$ cat config.mk
export PLATFORM = sky130hd
export DESIGN_NAME = rvcq_seq
export DESIGN_NICKNAME = d
export VERILOG_FILES = /design/src/rtl/rvcq_pkg.sv /design/src/rtl/rvcq_seq.sv
export SDC_FILE = /design/constraint.sdc
export NUM_CORES = 1
export LEC_CHECK = 0
export ABC_AREA = 1
export ABC_CLOCK_PERIOD_IN_PS = 10250
export BUFFER_PORTS_ARGS = -buffer_cell sky130_fd_sc_hd__buf_2
export CORE_ASPECT_RATIO = 0.75
export CORE_MARGIN = 8
export CORE_UTILIZATION = 30
export CTS_CLUSTER_DIAMETER = 150
export DETAILED_ROUTE_END_ITERATION = 7
export GPL_TIMING_DRIVEN = 0
export PLACE_DENSITY = 0.53
export SETUP_SLACK_MARGIN = 0.4
export SYNTH_ARGS = -nofsm -noshare
export SYNTH_HDL_FRONTEND = slang
export SYNTH_SLANG_ARGS = --single-unit
$ cat constraint.sdc
create_clock -name clock -period 10.25 [get_ports clock]
set_input_delay 1.5375 -clock clock [delete_from_list [all_inputs] [get_ports clock]]
set_output_delay 1.5375 -clock clock [all_outputs]
set_load 0.02 [all_outputs]
$ cat src/rtl/rvcq_pkg.sv
// rvcq_pkg: shared widths, mode codes and the status struct of the range
// value count query block. Depends on nothing.
`default_nettype none

package rvcq_pkg;

   // fixed field widths of the request and response items
   localparam int ITEM_VALUE_W = 16;
   localparam int BOUND_W      = 11;
   localparam int COUNT_W      = 11;

   // defaults for the top level parameters
   localparam int DEFAULT_DEPTH      = 1024;
   localparam int DEFAULT_VALUE_BITS = 16;

   // request mode codes
   localparam logic MODE_APPEND = 1'b0;
   localparam logic MODE_QUERY  = 1'b1;

   // status handed from the scan sequencer to the top level
   typedef struct packed {
      logic busy;
      logic rsp_valid;
   } scan_status_type;

endpackage

`default_nettype wire

$ cat src/rtl/rvcq_seq.sv
// rvcq_seq: scan sequencer. Walks the query range one position a cycle,
// compares each stored value and counts the hits. Depends on rvcq_pkg.
`default_nettype none

module rvcq_seq #(
   parameter int DEPTH      = 1024,
   parameter int VALUE_BITS = 16
) (
   input  wire logic                                    clock,
   input  wire logic                                    reset,
   input  wire logic                                    start,
   input  wire logic [rvcq_pkg::BOUND_W-1:0]            left_bound,
   input  wire logic [rvcq_pkg::BOUND_W-1:0]            right_bound,
   input  wire logic [$clog2(DEPTH+1)-1:0]              loaded,
   input  wire logic [VALUE_BITS-1:0]                   key,
   output logic                                         rd_en,
   output logic      [$clog2(DEPTH)-1:0]                rd_addr,
   input  wire logic [VALUE_BITS-1:0]                   rd_data,
   output rvcq_pkg::scan_status_type                    status,
   output logic      [rvcq_pkg::COUNT_W-1:0]            match_count
);

   localparam int AW = $clog2(DEPTH);
   localparam int CW = $clog2(DEPTH + 1);
   localparam int PW = (CW > rvcq_pkg::BOUND_W) ? CW : rvcq_pkg::BOUND_W;

   localparam logic [1:0] ST_IDLE  = 2'd0;
   localparam logic [1:0] ST_SCAN  = 2'd1;
   localparam logic [1:0] ST_DRAIN = 2'd2;

   logic [1:0]                     state_ff, state_in;
   logic [PW-1:0]                  idx_ff, idx_in;
   logic [PW-1:0]                  last_ff, last_in;
   logic [VALUE_BITS-1:0]          key_ff, key_in;
   logic [rvcq_pkg::COUNT_W-1:0]   count_ff, count_in;
   logic                           rdv_ff, rdv_in;
   logic                           rsp_valid_ff, rsp_valid_in;
   logic [rvcq_pkg::COUNT_W-1:0]   rsp_count_ff, rsp_count_in;

   logic [rvcq_pkg::BOUND_W-1:0]   lo_adj;
   logic [PW-1:0]                  first_pos;
   logic [PW-1:0]                  hi_ext;
   logic [PW-1:0]                  loaded_ext;
   logic [PW-1:0]                  lim_pos;
   logic                           range_empty;
   logic                           hit;

   // clamp the range: no position zero, nothing past the load
   always_comb begin
      lo_adj      = (left_bound == '0) ? rvcq_pkg::BOUND_W'(1) : left_bound;
      first_pos   = PW'(lo_adj - rvcq_pkg::BOUND_W'(1));
      hi_ext      = PW'(right_bound);
      loaded_ext  = PW'(loaded);
      lim_pos     = (hi_ext > loaded_ext) ? loaded_ext : hi_ext;
      range_empty = (first_pos >= lim_pos);
   end

   // the shared compare unit
   assign hit = rdv_ff && (rd_data == key_ff);

   always_comb begin
      state_in     = state_ff;
      idx_in       = idx_ff;
      last_in      = last_ff;
      key_in       = key_ff;
      count_in     = count_ff;
      rdv_in       = 1'b0;
      rsp_valid_in = 1'b0;
      rsp_count_in = rsp_count_ff;
      rd_en        = 1'b0;
      unique case (state_ff)
         ST_IDLE: begin
            if (start) begin
               key_in = key;
               if (range_empty) begin
                  rsp_valid_in = 1'b1;
                  rsp_count_in = '0;
               end else begin
                  idx_in   = first_pos;
                  last_in  = lim_pos - PW'(1);
                  count_in = '0;
                  state_in = ST_SCAN;
               end
            end
         end
         ST_SCAN: begin
            rd_en  = 1'b1;
            rdv_in = 1'b1;
            idx_in = idx_ff + PW'(1);
            if (hit) begin
               count_in = count_ff + rvcq_pkg::COUNT_W'(1);
            end
            if (idx_ff == last_ff) begin
               state_in = ST_DRAIN;
            end
         end
         ST_DRAIN: begin
            // last read comes back here
            rsp_valid_in = 1'b1;
            rsp_count_in = count_ff + {{(rvcq_pkg::COUNT_W-1){1'b0}}, hit};
            state_in     = ST_IDLE;
         end
         default: begin
            state_in = ST_IDLE;
         end
      endcase
   end

   always_ff @(posedge clock) begin
      if (reset) begin
         state_ff     <= ST_IDLE;
         rdv_ff       <= 1'b0;
         rsp_valid_ff <= 1'b0;
      end else begin
         state_ff     <= state_in;
         rdv_ff       <= rdv_in;
         rsp_valid_ff <= rsp_valid_in;
      end
   end

   always_ff @(posedge clock) begin
      idx_ff       <= idx_in;
      last_ff      <= last_in;
      key_ff       <= key_in;
      count_ff     <= count_in;
      rsp_count_ff <= rsp_count_in;
   end

   assign rd_addr          = idx_ff[AW-1:0];
   assign status.busy      = (state_ff != ST_IDLE);
   assign status.rsp_valid = rsp_valid_ff;
   assign match_count      = rsp_count_ff;

endmodule

`default_nettype wire

Word level (Yosys, flattened, before mapping)
Index checks and enable logic that the tools add are counted.
Operators by class
  equality and inequality tests: 9
  bitwise operators: 1
  reductions and logical operators: 12
  add/subtract/negate cells: 5
  shift operators: 0
  $mul: 0
  order comparisons: 2
  mux-type cells: 20
  divide/modulo/power cells: 0
Operators with widths (count)
  2-to-1 mux 11 bit: 9
  one-hot mux 11 bit (2 select lines): 3
  adder 11 x 1 -> 11 bit (second input constant): 2
  subtractor 11 x 1 -> 11 bit (second input constant): 2
  equality test 16 bit: 1
  AND reduction 3 bit: 4
  adder 11 x 1 -> 11 bit: 1
  equality test 11 bit: 1
  >= comparator 11 bit: 1
  greater-than comparator 11 bit: 1
  logical NOT 11 bit: 1
  != test 2 bit (second input constant): 5
  2-to-1 mux 2 bit: 3
  nonzero test 2 bit: 3
  one-hot mux 2 bit (2 select lines): 1
  AND reduction 4 bit: 1
  2-to-1 mux 1 bit: 3
  equality test 2 x 1 -> 1 bit (second input constant): 1
  equality test 2 bit (second input constant): 1
  logical NOT 2 bit: 1
  one-hot mux 1 bit (2 select lines): 1
  AND reduction 2 bit: 1
  logical AND 1 bit: 1
  NOT 1 bit: 1
Word-level totals
  memories kept: 0
  bits in writable memories: 0
  input port bits: 68
  bits in latches: 0
  output and inout port bits: 24
  memory bits (read-only): 0
  register bits after elaboration: 64
  word-level logic and storage cells: 57

Depth between registers and ports, before layout
Gate-level depths: netlist (run 1).
  depth after elaboration: 7
  mapped depth: 22

Worst setup path before layout (run 1)
Ideal clock, no wire load.
  kind: input to register
  start: input port left_bound[3] (netlist name)
  end: register idx_ff[0] (enable)
  path buffers: 0
  slack: 5.448 ns
  data required time: 9.853 ns
  cell stages on the path: 20
  data arrival time: 4.405 ns
  cells stage by stage: nor2_1 -> inv_1 -> nor3_1 -> nand3_1 -> nand2_1 -> inv_1 -> ha_1 -> nand2_1 -> nor2_1 -> nand2_1 -> nor3_1 -> nand2_1 -> xnor2_1 -> ha_1 -> nand2_1 -> nor2_1 -> nand2_1 -> o211a_1 -> nand3_1 -> o31ai_1
Between the ends
  longest elaborated chain between the ends: 6
Ends and longest elaborated chain
  from (decl): line rvcq_seq.sv:12  | input wire logic [rvcq_pkg::BOUND_W-1:0] left_bound,
  logical NOT 11 bit: line rvcq_seq.sv:50  | lo_adj = (left_bound == '0) ? rvcq_pkg::BOUND_W'(1) : left_bound;
  2-to-1 mux 11 bit *: line rvcq_seq.sv:50
  subtractor 11 x 1 -> 11 bit *: line rvcq_seq.sv:51  | first_pos = PW'(lo_adj - rvcq_pkg::BOUND_W'(1));
  >= comparator 11 bit *: line rvcq_seq.sv:55  | range_empty = (first_pos >= lim_pos);
  != test 2 bit (no source line) *
  AND reduction 3 bit (no source line) *
  to (signal assigned): line rvcq_seq.sv:122  | idx_ff <= idx_in;
  to (decl): line rvcq_seq.sv:32  | logic [PW-1:0] idx_ff, idx_in;
Every way passes the cells marked *; elsewhere a longest branch is shown, timed or not.
A chain may end at the register's enable or synchronous reset.

Final worst setup path (run 1)
  start: input port left_bound[3] (netlist name)
  end: register count_ff[1] (netlist name) (enable)
Between the ends
  longest elaborated chain between the ends: 6
Ends and longest elaborated chain
  logical NOT 11 bit: line rvcq_seq.sv:50
  2-to-1 mux 11 bit *: line rvcq_seq.sv:50
  subtractor 11 x 1 -> 11 bit *: line rvcq_seq.sv:51
  >= comparator 11 bit *: line rvcq_seq.sv:55
  != test 2 bit (no source line) *
  AND reduction 4 bit (no source line) *
  to (signal assigned): line rvcq_seq.sv:125  | count_ff <= count_in;
  to (decl): line rvcq_seq.sv:35  | logic [rvcq_pkg::COUNT_W-1:0] count_ff, count_in;
Marks and branches as above.

==> results of run 1 <==
-- sequential cells by signal (all words and copies together) (netlist names) --
name / count
rdv_ff: 1
last_ff: 11
key_ff: 16
match_count: 11
count_ff: 11
idx_ff: 11
state_ff: 2
rsp_valid_ff: 1
-- worst reg2reg max path, stage by stage (launching register included) --
cell       delay (ns)
edfxtp_1         0.36
inv_1            0.08
nor2_1           0.06
a2111oi_0        0.36
nand4_1          0.15
nor3_1           0.30
ha_1             0.24
nand3_1          0.11
nor2_1           0.20
inv_1            0.08
nor3_1           0.29
nand2_1          0.11
o21ai_0          0.16
a21oi_1          0.06
-- cells in the final DEF, fill, tap and decap left out, types with 6 or more instances in the layout --
| cell | instances |
|---|---|
| nand4_1 | 8 |
| nand2_1 | 109 |
| inv_1 | 95 |
| nor4_1 | 6 |
| buf_4 | 12 |
| nand3_1 | 23 |
| xor2_1 | 23 |
| ha_1 | 28 |
| buf_2 | 91 |
| a21oi_1 | 26 |
| xnor2_1 | 10 |
| nor3_1 | 17 |
| nor2_1 | 51 |
| nand2_2 | 9 |
| clkbuf_16 | 9 |
| edfxtp_1 | 60 |
| o21ai_0 | 19 |
-- metrics by stage --
stage               utilization [%]  hold WS (ns)  std cells
finish                         37.1         0.597        859
global route                   37.1         0.652        859
CTS                            37.1         0.597        859
detailed placement             35.1         0.586        843
global placement               35.0         0.587        842
floorplan                         -         0.546        546
-- logic make-up after synthesis --
kind of cell               count (synthesis)
and+or+nand+nor                          240
buffers and inverters                    113
AOI/OAI and AO/OA                         68
DFF                                       64
xor gates and xnor gates                  33
adders and majority gates                 28
-- metal layers --
| metal | vias up | track usage, % | routed length, um |
|---|---|---|---|
| li1 | 2006 | - | - |
| met1 | 1782 | 17.0 | 5860 |
| met2 | 78 | 18.9 | 5130 |
| met3 | 10 | 3.48 | 641 |
| met4 | 0 | 3.23 | 104 |
| met5 | - | 0 | 0 |
-- power by group --
| group | leakage (uW) | internal, uW | switching [uW] |
|---|---|---|---|
| Sequential | 0.000608 | 332 | 25.8 |
| Clock | 0.000143 | 189 | 118 |
| Combinational | 0.00184 | 90.7 | 155 |
-- cells in the mapped netlist --
| library cell | number |
|---|---|
| nor2_4 | 2 |
| inv_1 | 95 |
| o2111ai_1 | 2 |
| a211oi_1 | 3 |
| ha_1 | 28 |
| and2_1 | 1 |
| nand3_4 | 3 |
| o211a_1 | 1 |
| nor2_2 | 1 |
| buf_4 | 11 |
| nor4_1 | 6 |
| o21bai_1 | 1 |
| a2111oi_0 | 1 |
| or2_2 | 4 |
| inv_2 | 3 |
| nand3b_1 | 1 |
| o211ai_1 | 1 |
| nand2_4 | 3 |
| a311oi_1 | 1 |
| clkbuf_1 | 3 |
| nand4_1 | 8 |
| a21oi_1 | 26 |
| nor2_1 | 52 |
| dfxtp_1 | 4 |
| a221oi_1 | 1 |
| o31ai_1 | 2 |
| edfxtp_1 | 60 |
| xnor2_1 | 10 |
| nand3_1 | 23 |
| o21ai_4 | 2 |
| nand2_1 | 109 |
| xor2_1 | 23 |
| o21ai_2 | 2 |
| nand4_4 | 1 |
| a211o_1 | 1 |
| buf_12 | 1 |
| a21oi_2 | 1 |
| o22ai_1 | 4 |
| o21ai_0 | 19 |
| nor3_1 | 17 |
| nand2_2 | 9 |
-- worst paths after layout --
path                      start        endpoint  cells past startpoint
setup / recovery  left_bound[3]     count_ff[1]                     23
hold / removal      state_ff[0]    rsp_valid_ff                      3
setup reg to reg     key_ff[11]  match_count[9]                     13
hold reg to reg     state_ff[0]    rsp_valid_ff                      3
-- layout make-up --
type                       instances  share of cell area [%]
inverter                          98                    6.60
tap                              205                    4.60
clock buffer                      10                    4.11
clock inverter                     6                    1.23
sequential                        64                    33.8
multi-input combinational        369                    39.4
timing repair buffer              92                    8.30
buffer                            15                    2.04
==> results.json, run 1 <==
{
  "post-dp-hpwl_um": 9760,
  "synth_area_leaders": "edfxtp_1 40%, nand2_1 9.0%, inv_1 7.8%",
  "fin_nets": 745,
  "cp_top_family": "simple AND/OR/NAND/NOR gates",
  "cts_buffers": 9,
  "hold_buffers": 0,
  "fin_area_um2": 5580,
  "max_cap_violations": 0,
  "synth_fa_ha_area_share_pct": 7.70,
  "timing.final.max_slew_violations": 0,
  "slowest_delay_ns": 0.44,
  "grt_first_pass_wirelength_um": 19100,
  "place_area_um2": 5280,
  "root_buffer": "clkbuf_16",
  "syn_nets": 642,
  "grt_antenna_before_repair": 0,
  "fin_crit_ns": 4.84,
  "die_y_um": 123,
  "place_worst_setup_slack_ns": 5.07,
  "fmaxAchievable_mhz": 207,
  "ctsHtreeMaxLevel": 3,
  "io_buffers": 91,
  "power_uw": 911,
  "crit_type": "input pin to flip-flop",
  "drt-pass1-iter-count": 4,
  "r2r_slack_ns": 7.45,
  "first_global_vias": 3915,
  "min_path_type": "flip-flop to flip-flop",
  "setup_viol": 0,
  "synth_top_family_by_area": "simple AND/OR/NAND/NOR gates",
  "required_ns": 10.22,
  "gr-usage-all-layers_pct": 12.4,
  "antenna_left": 0,
  "multi_input_area_um2": 2190,
  "finalWirelength_um": 11700,
  "post_synth_num_cell_types": 41,
  "grt_max_degree": 18,
  "yosysSeqAreaShare_pct": 41.4,
  "post_drt_wl_per_cell_um": 13.7,
  "skew_ns": 0.00828,
  "cts_resized": 0,
  "yosysTopAreaCell": "edfxtp_1",
  "rsz0062_at_grt": "no",
  "num_rows": 39,
  "cp-end-kind": "flip-flop",
  "synth_area_um2": 4550,
  "yosys_warnings": 0,
  "cts_sinks": 64,
  "min_period_over_period_pct": 47.2,
  "ios": 92,
  "cp_max_fo": 11,
  "cts_tree": "built",
  "synth_simple_gate_area_share_pct": 24.7,
  "cts.clk_slew.worst_paths_ns": 0.06,
  "synth_compound_area_share_pct": 9.32,
  "synthCells": 546,
  "synth_xor_area_share_pct": 6.35,
  "insertedDiodeCount": 0,
  "drt_iter0_drc": 241,
  "cts_setup_buffers": 0,
  "synth.avg_cell_area_um2": 8.33,
  "arrival_ns": 4.81,
  "core_area_um2": 15000,
  "regArea_um2": 1880,
  "areaGrowthSynthToFinish_pct": 22.5,
  "vias_per_cell": 4.51,
  "synth-seq-cells": 64,
  "slowest_stage": "nand2_1",
  "floorplan.initialDensity_pct": 30.3,
  "path_buf_inv": 4,
  "fill_cells": 1601,
  "final.setup.worst_slack_ns": 5.41,
  "clock_latency_ns": 0.34,
  "cp_common_cell": "nand2_1",
  "muxShareOfSynthArea_pct": 0,
  "relSlewSlack_pct": 43.1,
  "power_density_nw_per_um2": 163,
  "start_kind": "input pin",
  "grt_overflow": 0,
  "tns_ns": 0,
  "drc": 0,
  "status": "finished clean",
  "die_w_um": 158,
  "dr_total_vias": 3876,
  "die_area_um2": 19400,
  "path_cells": "buf_2 -> nor2_1 -> inv_1 -> nor3_1 -> nand3_1 -> nand2_1 -> inv_1 -> ha_1 -> nand2_1 -> nor2_1 -> nand2_1 -> nor3_1 -> nand2_1 -> xnor2_1 -> ha_1 -> nand2_1 -> nor2_1 -> nand2_1 -> o211a_1 -> nand3_1 -> inv_1 -> nand2_1 -> nand2_1",
  "gp_congestion": 0.866,
  "max_slew.worst_pin.slew_ns": 0.853,
  "synthDominantCellAreaShare_pct": 39.6,
  "drive_gt1_share_pct": 23.2,
  "ir_worst_vdd_uv": 95.9,
  "power_leakage_uw": 0.00259,
  "finalHoldViolations": 0,
  "cts_buffer_depth": 2
}
Note: power is estimated with default switching activity, not from simulation.
==> run 2: changes to the inputs <==
--- a/config.mk
+++ b/config.mk
@@ -6,7 +6,7 @@
 export NUM_CORES = 1
 export LEC_CHECK = 0
 export ABC_AREA = 1
-export ABC_CLOCK_PERIOD_IN_PS = 10250
+export ABC_CLOCK_PERIOD_IN_PS = 4300
 export BUFFER_PORTS_ARGS = -buffer_cell sky130_fd_sc_hd__buf_2
 export CORE_ASPECT_RATIO = 0.75
 export CORE_MARGIN = 8
@@ -14,7 +14,7 @@
 export CTS_CLUSTER_DIAMETER = 150
 export DETAILED_ROUTE_END_ITERATION = 7
 export GPL_TIMING_DRIVEN = 0
-export PLACE_DENSITY = 0.53
+export PLACE_DENSITY = 0.55
 export SETUP_SLACK_MARGIN = 0.4
 export SYNTH_ARGS = -nofsm -noshare
 export SYNTH_HDL_FRONTEND = slang
==> constraint.sdc (replaced) <==
create_clock -name clock -period 4.3 [get_ports clock]
set_input_delay 0.645 -clock clock [delete_from_list [all_inputs] [get_ports clock]]
set_output_delay 0.645 -clock clock [all_outputs]
set_load 0.02 [all_outputs]
==> results.json, run 2 (same netlist as run 1, synthesis figures left out) <==
{
  "status": "finished clean",
  "areaGrowthSynthToFinish_pct": 23.7,
  "holdPathStages": 1,
  "path_buf_inv": 5,
  "path_cells": "buf_2 -> nor2_1 -> inv_1 -> nor3_2 -> nand3_1 -> nand2_2 -> inv_1 -> ha_1 -> nand2_1 -> nor2_1 -> nand2_1 -> nor3_2 -> xor2_1 -> ha_1 -> nand2_1 -> nor2_1 -> nand2_1 -> o211a_1 -> nand3_1 -> inv_1 -> nand2_4 -> clkinvlp_4",
  "antenna_left": 0,
  "io_buffers": 91,
  "crit_path_start": "left_bound[3]",
  "final_common_cell": "nand2_1",
  "power_leakage_uw": 0.00259,
  "tns_ns": 0,
  "num_rows": 39,
  "finalHoldViolations": 0,
  "cts_sinks": 64,
  "r2r_slack_ns": 1.42,
  "power_frac_comb_pct": 28.8,
  "internal_power_uw": 1400,
  "pwr-share-clk_pct": 30.7,
  "grt_overflow": 0,
  "cts_buffers": 9,
  "root_buffer": "clkbuf_16",
  "cp_top_family": "simple AND/OR/NAND/NOR gates",
  "dr_total_vias": 3965,
  "post_drt_wl_per_cell_um": 13.7,
  "skew_ns": 0.00703,
  "regArea_um2": 1880,
  "rsz0062_at_grt": "no",
  "fin_crit_ns": 3.54,
  "fin_nets": 747,
  "timing.final.max_slew_violations": 0,
  "crit_type": "input pin to flip-flop",
  "clock_latency_ns": 0.32,
  "cts_tree": "built",
  "start_kind": "input pin",
  "p_sw_share_pct": 33.4,
  "max_slew.worst_pin.slew_ns": 0.902,
  "gr-usage-all-layers_pct": 12.3,
  "largest_reg_flops": 16,
  "final_cell_mix": "105 x nand2_1, 94 x inv_1, 91 x buf_2",
  "drive_gt1_share_pct": 24.4,
  "die_y_um": 123,
  "drt-pass1-iter-count": 5,
  "min_period_over_period_pct": 82.3,
  "slowest_delay_ns": 0.33,
  "min_path_type": "input pin to flip-flop",
  "finish.utilization_pct": 37.5,
  "die_area_um2": 19400,
  "grt_antenna_before_repair": 0,
  "r2r-end": "match_count[9]",
  "ff2ff_path_depth": 12,
  "arrival_ns": 3.56,
  "ir_worst_vdd_uv": 178,
  "multi_input_area_um2": 2260,
  "max_cap_violations": 0,
  "cts_buffer_depth": 2,
  "slowest_stage": "ha_1",
  "r2r-start": "key_ff[3]",
  "first_global_vias": 3910,
  "gp_congestion": 0.868,
  "required_ns": 4.33,
  "finalWirelength_um": 11800,
  "cp-end-kind": "flip-flop",
  "setup_viol": 0,
  "hold_buffers": 0,
  "grt_first_pass_wirelength_um": 19000,
  "die_w_um": 158,
  "critPathCapture": "last_ff[4]",
  "drt_iter0_drc": 267,
  "p_sw_uw": 705,
  "cts.clk_slew.worst_paths_ns": 0.06,
  "relSlewSlack_pct": 39.8,
  "regMostFlops": "key_ff",
  "drc": 0,
  "power_density_nw_per_um2": 375,
  "cp_common_cell": "nand2_1",
  "cp.depth": 22,
  "floorplan.initialDensity_pct": 30.3,
  "ctsHtreeMaxLevel": 3,
  "grt_max_degree": 18,
  "post-dp-hpwl_um": 9590,
  "ios": 92,
  "vias_per_cell": 4.61,
  "core_area_um2": 15000,
  "fill_cells": 1585,
  "p_seq_share_pct": 40.4,
  "insertedDiodeCount": 0,
  "cp_max_fo": 6,
  "fmaxAchievable_mhz": 283
}
[run 2: changes by cell type in the layout (fill, tap and decap cells not counted), sizes merged]
| cell | change |
|---|---|
| inv | -2 |
| bufinv | -1 |
| clkinv | +1 |
| nand2 | +1 |
| clkinvlp | +3 |
[run 2: power groups by stage]
| stage | clock network [uW] | registers [uW] | logic [uW] |
|---|---|---|---|
| after floorplan | 0 | 855 | 401 |
| after global placement | 0 | 865 | 567 |
| after detailed placement | 0 | 867 | 582 |
| after CTS | 661 | 854 | 600 |
| after global routing | 685 | 864 | 687 |
| final | 648 | 853 | 608 |
[run 2: per-stage QoR]
step / instances / hold WS, ns / setup WS [ns] / instance area, um2 / total power (uW)
floorplan: 546 / 0.547 / 0.718 / 4560 / 1260
global placement: 842 / 0.585 / -0.168 / 5270 / 1430
detailed placement: 842 / 0.592 / -0.302 / 5270 / 1450
CTS: 859 / 0.482 / 0.420 / 5570 / 2110
global route: 861 / 0.479 / 0.390 / 5630 / 2240
finish: 861 / 0.493 / 0.762 / 5630 / 2110
[run 2: cell type report]
cell class	instances	area share (%)
Inverter	98	6.60
Multi-Input combinational cell	370	40.1
Buffer	15	2.02
Clock inverter	6	0.645
Timing Repair Buffer	92	8.45
Tap cell	205	4.56
Sequential cell	64	33.4
Clock buffer	10	4.07
Timing Repair inverter	1	0.133
[run 2: repair_timing]
action,in CTS,in global routing
endpoints found under the setup margin,33,44
pin swaps,1,1
gates resized for setup,3,11
buffers inserted,1,0
gates cloned,0,2
[run 2: layer usage]
metal / track usage (%) / part of all wire [%] / up-vias
met5: 0 / 0 / -
li1: - / - / 2007
met1: 16.5 / 48 / 1823
met4: 3.06 / 0.83 / 0
met3: 3.13 / 6.6 / 10
met2: 19.5 / 44 / 125
[run 2: worst min-delay path by stage]
stage / start / to / slack [ns]
finish: key[4] / key_ff[4] / 0.49
global route: key[6] / key_ff[6] / 0.48
CTS: key[6] / key_ff[6] / 0.48
detailed placement: state_ff[0] / rsp_valid_ff / 0.59
global placement: state_ff[0] / rsp_valid_ff / 0.59
floorplan: state_ff[0] / rsp_valid_ff / 0.55
==> run 3: changes to the inputs <==
--- a/config.mk
+++ b/config.mk
@@ -5,8 +5,8 @@
 export SDC_FILE = /design/constraint.sdc
 export NUM_CORES = 1
 export LEC_CHECK = 0
-export ABC_AREA = 1
-export ABC_CLOCK_PERIOD_IN_PS = 4300
+export ABC_AREA = 0
+export ABC_CLOCK_PERIOD_IN_PS = 2900
 export BUFFER_PORTS_ARGS = -buffer_cell sky130_fd_sc_hd__buf_2
 export CORE_ASPECT_RATIO = 0.75
 export CORE_MARGIN = 8
==> constraint.sdc (replaced) <==
create_clock -name clock -period 2.9 [get_ports clock]
set_input_delay 0.435 -clock clock [delete_from_list [all_inputs] [get_ports clock]]
set_output_delay 0.435 -clock clock [all_outputs]
set_load 0.02 [all_outputs]
==> results.json, run 3 <==
{
  "status": "finished, violations left",
  "failed_checks": "negative setup slack",
  "num_rows": 38,
  "required_ns": 2.94,
  "synth_area_um2": 4310,
  "ios": 92,
  "timing.final.max_slew_violations": 0,
  "post_drt_wl_per_cell_um": 16.2,
  "grt_max_degree": 17,
  "drt-pass1-iter-count": 4,
  "core_area_um2": 14300,
  "grt_overflow": 0,
  "syn_nets": 522,
  "floorplan.initialDensity_pct": 30.2,
  "async_flop_share_pct": 0,
  "arrival_ns": 3.62,
  "drc": 0,
  "skew_ns": 0.00883,
  "yosysTopAreaCell": "edfxtp_1",
  "start_kind": "input pin",
  "slowest_delay_ns": 0.38,
  "synthDominantCellAreaShare_pct": 41.8,
  "gp_congestion": 0.890,
  "min_path_type": "input pin to flip-flop",
  "cp_top_family": "compound AO/OA/AOI/OAI gates",
  "cts_sinks": 64,
  "drive_gt1_share_pct": 37.1,
  "crit_type": "input pin to flip-flop",
  "power_leakage_uw": 0.00236,
  "cts_buffers": 9,
  "rsz0062_at_grt": "yes",
  "power_uw": 3640,
  "synth_ff_type": "edfxtp_1",
  "grt_first_pass_wirelength_um": 18900,
  "max_slew.worst_pin.slew_ns": 0.627,
  "ctsHtreeMaxLevel": 3,
  "hold_buffers": 0,
  "dr_total_vias": 3572,
  "cts_tree": "built",
  "path_buf_inv": 6,
  "synth.avg_cell_area_um2": 10.1,
  "synth-seq-cells": 64,
  "fmaxAchievable_mhz": 280,
  "setup_viol": 50,
  "relSlewSlack_pct": 58.1,
  "final_cell_mix": "81 x buf_2, 60 x edfxtp_1, 42 x nor2_1",
  "insertedDiodeCount": 0,
  "first_global_vias": 3627,
  "synth_common_cells": "60 x edfxtp_1, 47 x nor2_1, 40 x xnor2_1",
  "ir_worst_vdd_uv": 313,
  "final.setup.worst_slack_ns": -0.672,
  "gr-usage-all-layers_pct": 12.9,
  "die_y_um": 120,
  "die_w_um": 154,
  "io_buffers": 91,
  "vias_per_cell": 4.85,
  "finalWirelength_um": 11900,
  "synth_area_leaders": "edfxtp_1 42%, ha_1 8.1%, xnor2_1 8.1%",
  "cp-end-kind": "flip-flop",
  "power_density_nw_per_um2": 600,
  "synthCells": 426,
  "antenna_left": 0,
  "fin_nets": 647,
  "grt_antenna_before_repair": 1,
  "areaGrowthSynthToFinish_pct": 40.5,
  "yosysMostFrequentCell": "edfxtp_1",
  "finalHoldViolations": 0,
  "post-dp-hpwl_um": 9350,
  "root_buffer": "clkbuf_16",
  "regMostFlops": "key_ff",
  "fin_crit_ns": 3.57,
  "yosys_warnings": 0,
  "path_cells": "buf_8 -> inv_8 -> ha_4 -> and2_4 -> nand4_1 -> o31a_1 -> a211o_1 -> buf_6 -> buf_8 -> nor2_4 -> a21oi_2 -> ha_1 -> a21o_1 -> a221o_1 -> a31oi_4 -> o21ai_4 -> o21ai_4 -> buf_6 -> buf_12",
  "slowest_stage": "a221o_1",
  "place_area_um2": 5190,
  "post_synth_num_cell_types": 49,
  "die_area_um2": 18500,
  "largest_reg_flops": 16,
  "synth_edf_count": 60,
  "cts.clk_slew.worst_paths_ns": 0.05,
  "cp_max_fo": 8,
  "drt_iter0_drc": 194,
  "clock_latency_ns": 0.33,
  "min_period_over_period_pct": 123,
  "r2r_slack_ns": 0.56,
  "tns_ns": -29.06,
  "fin_area_um2": 6060,
  "max_cap_violations": 0,
  "cts_buffer_depth": 2,
  "yosysSeqAreaShare_pct": 43.6,
  "final_common_cell": "buf_2"
}
[run 3: cell types whose count changed in the layout (fill, tap and decap cells not counted), sizes merged, moves of 6 or more]
| cell | delta |
|---|---|
| nor2 | -6 |
| o21ai | -8 |
| a21o | +7 |
| or3 | +10 |
| clkbuf | +6 |
| buf | +23 |
| inv | -74 |
| xor2 | +8 |
| xnor2 | +30 |
| nand2 | -104 |
| nand3 | -14 |
| nand2b | +9 |
| and3 | +8 |
[run 3: through the flow]
| step | instances | worst slack, ns | hold WS (ns) | util (%) |
|---|---|---|---|---|
| 5_1_grt | 736 | -0.781 | 0.263 | 42.5 |
| 6_report | 736 | -0.672 | 0.282 | 42.5 |
| 3_5_place_dp | 697 | -1.23 | 0.614 | 36.4 |
| 3_3_place_gp | 697 | -1.20 | 0.612 | 36.4 |
| 2_1_floorplan | 426 | -0.701 | 0.504 | - |
| 4_1_cts | 733 | -0.670 | 0.263 | 41.5 |
[run 3: per-layer routing]
| layer | global-route usage, % | part of all wire (%) | vias to the layer above |
|---|---|---|---|
| li1 | - | - | 1763 |
| met1 | 17.7 | 48 | 1673 |
| met2 | 19.0 | 43 | 119 |
| met3 | 3.88 | 7.7 | 15 |
| met4 | 4.40 | 1.4 | 2 |
| met5 | 0 | 0.067 | - |
[run 3: cell families (layout without fill, tap and decap cells)]
family | Yosys count | in the layout | share of synthesized area (%)
compound gates | 60 | 60 | 8.44
xor+xnor | 71 | 71 | 14.4
fa+ha+maj | 28 | 28 | 8.12
buf+inv | 46 | 176 | 5.37
flops | 64 | 64 | 43.6
mux | 9 | 9 | 2.38
simple gates | 148 | 148 | 17.6
[run 3: final cells by class]
| class | count | area [um2] |
|---|---|---|
| clock buffer | 9 | 225 |
| sequential | 64 | 1880 |
| inverter | 23 | 120 |
| buffer | 23 | 166 |
| timing repair buffer | 114 | 786 |
| clock inverter | 7 | 119 |
| multi-input combinational | 316 | 2530 |
| tap | 180 | 225 |
| fill | 1403 | 8210 |
[run 3: final timing paths]
kind                             startpoint              to  depth (start not counted)
worst max-delay path              loaded[5]       idx_ff[3]                         19
worst min-delay path                 key[7]       key_ff[7]                          1
worst max register to register    key_ff[4]  match_count[6]                          9
worst min register to register  count_ff[9]     count_ff[9]                          2
[run 3: power breakdown]
part	leakage, uW	total (uW)	switching (uW)	internal [uW]
sequential	0.000606	1290	108	1180
combinational	0.00159	1100	578	524
clock	0.000164	1240	403	840
total	0.00236	3640	1090	2550
[run 3: what timing repair did]
item	CTS	global route
pin swaps	9	11
buffers inserted	19	3
cloned	1	0
gates resized for setup	42	26
setup endpoints to repair	56	59
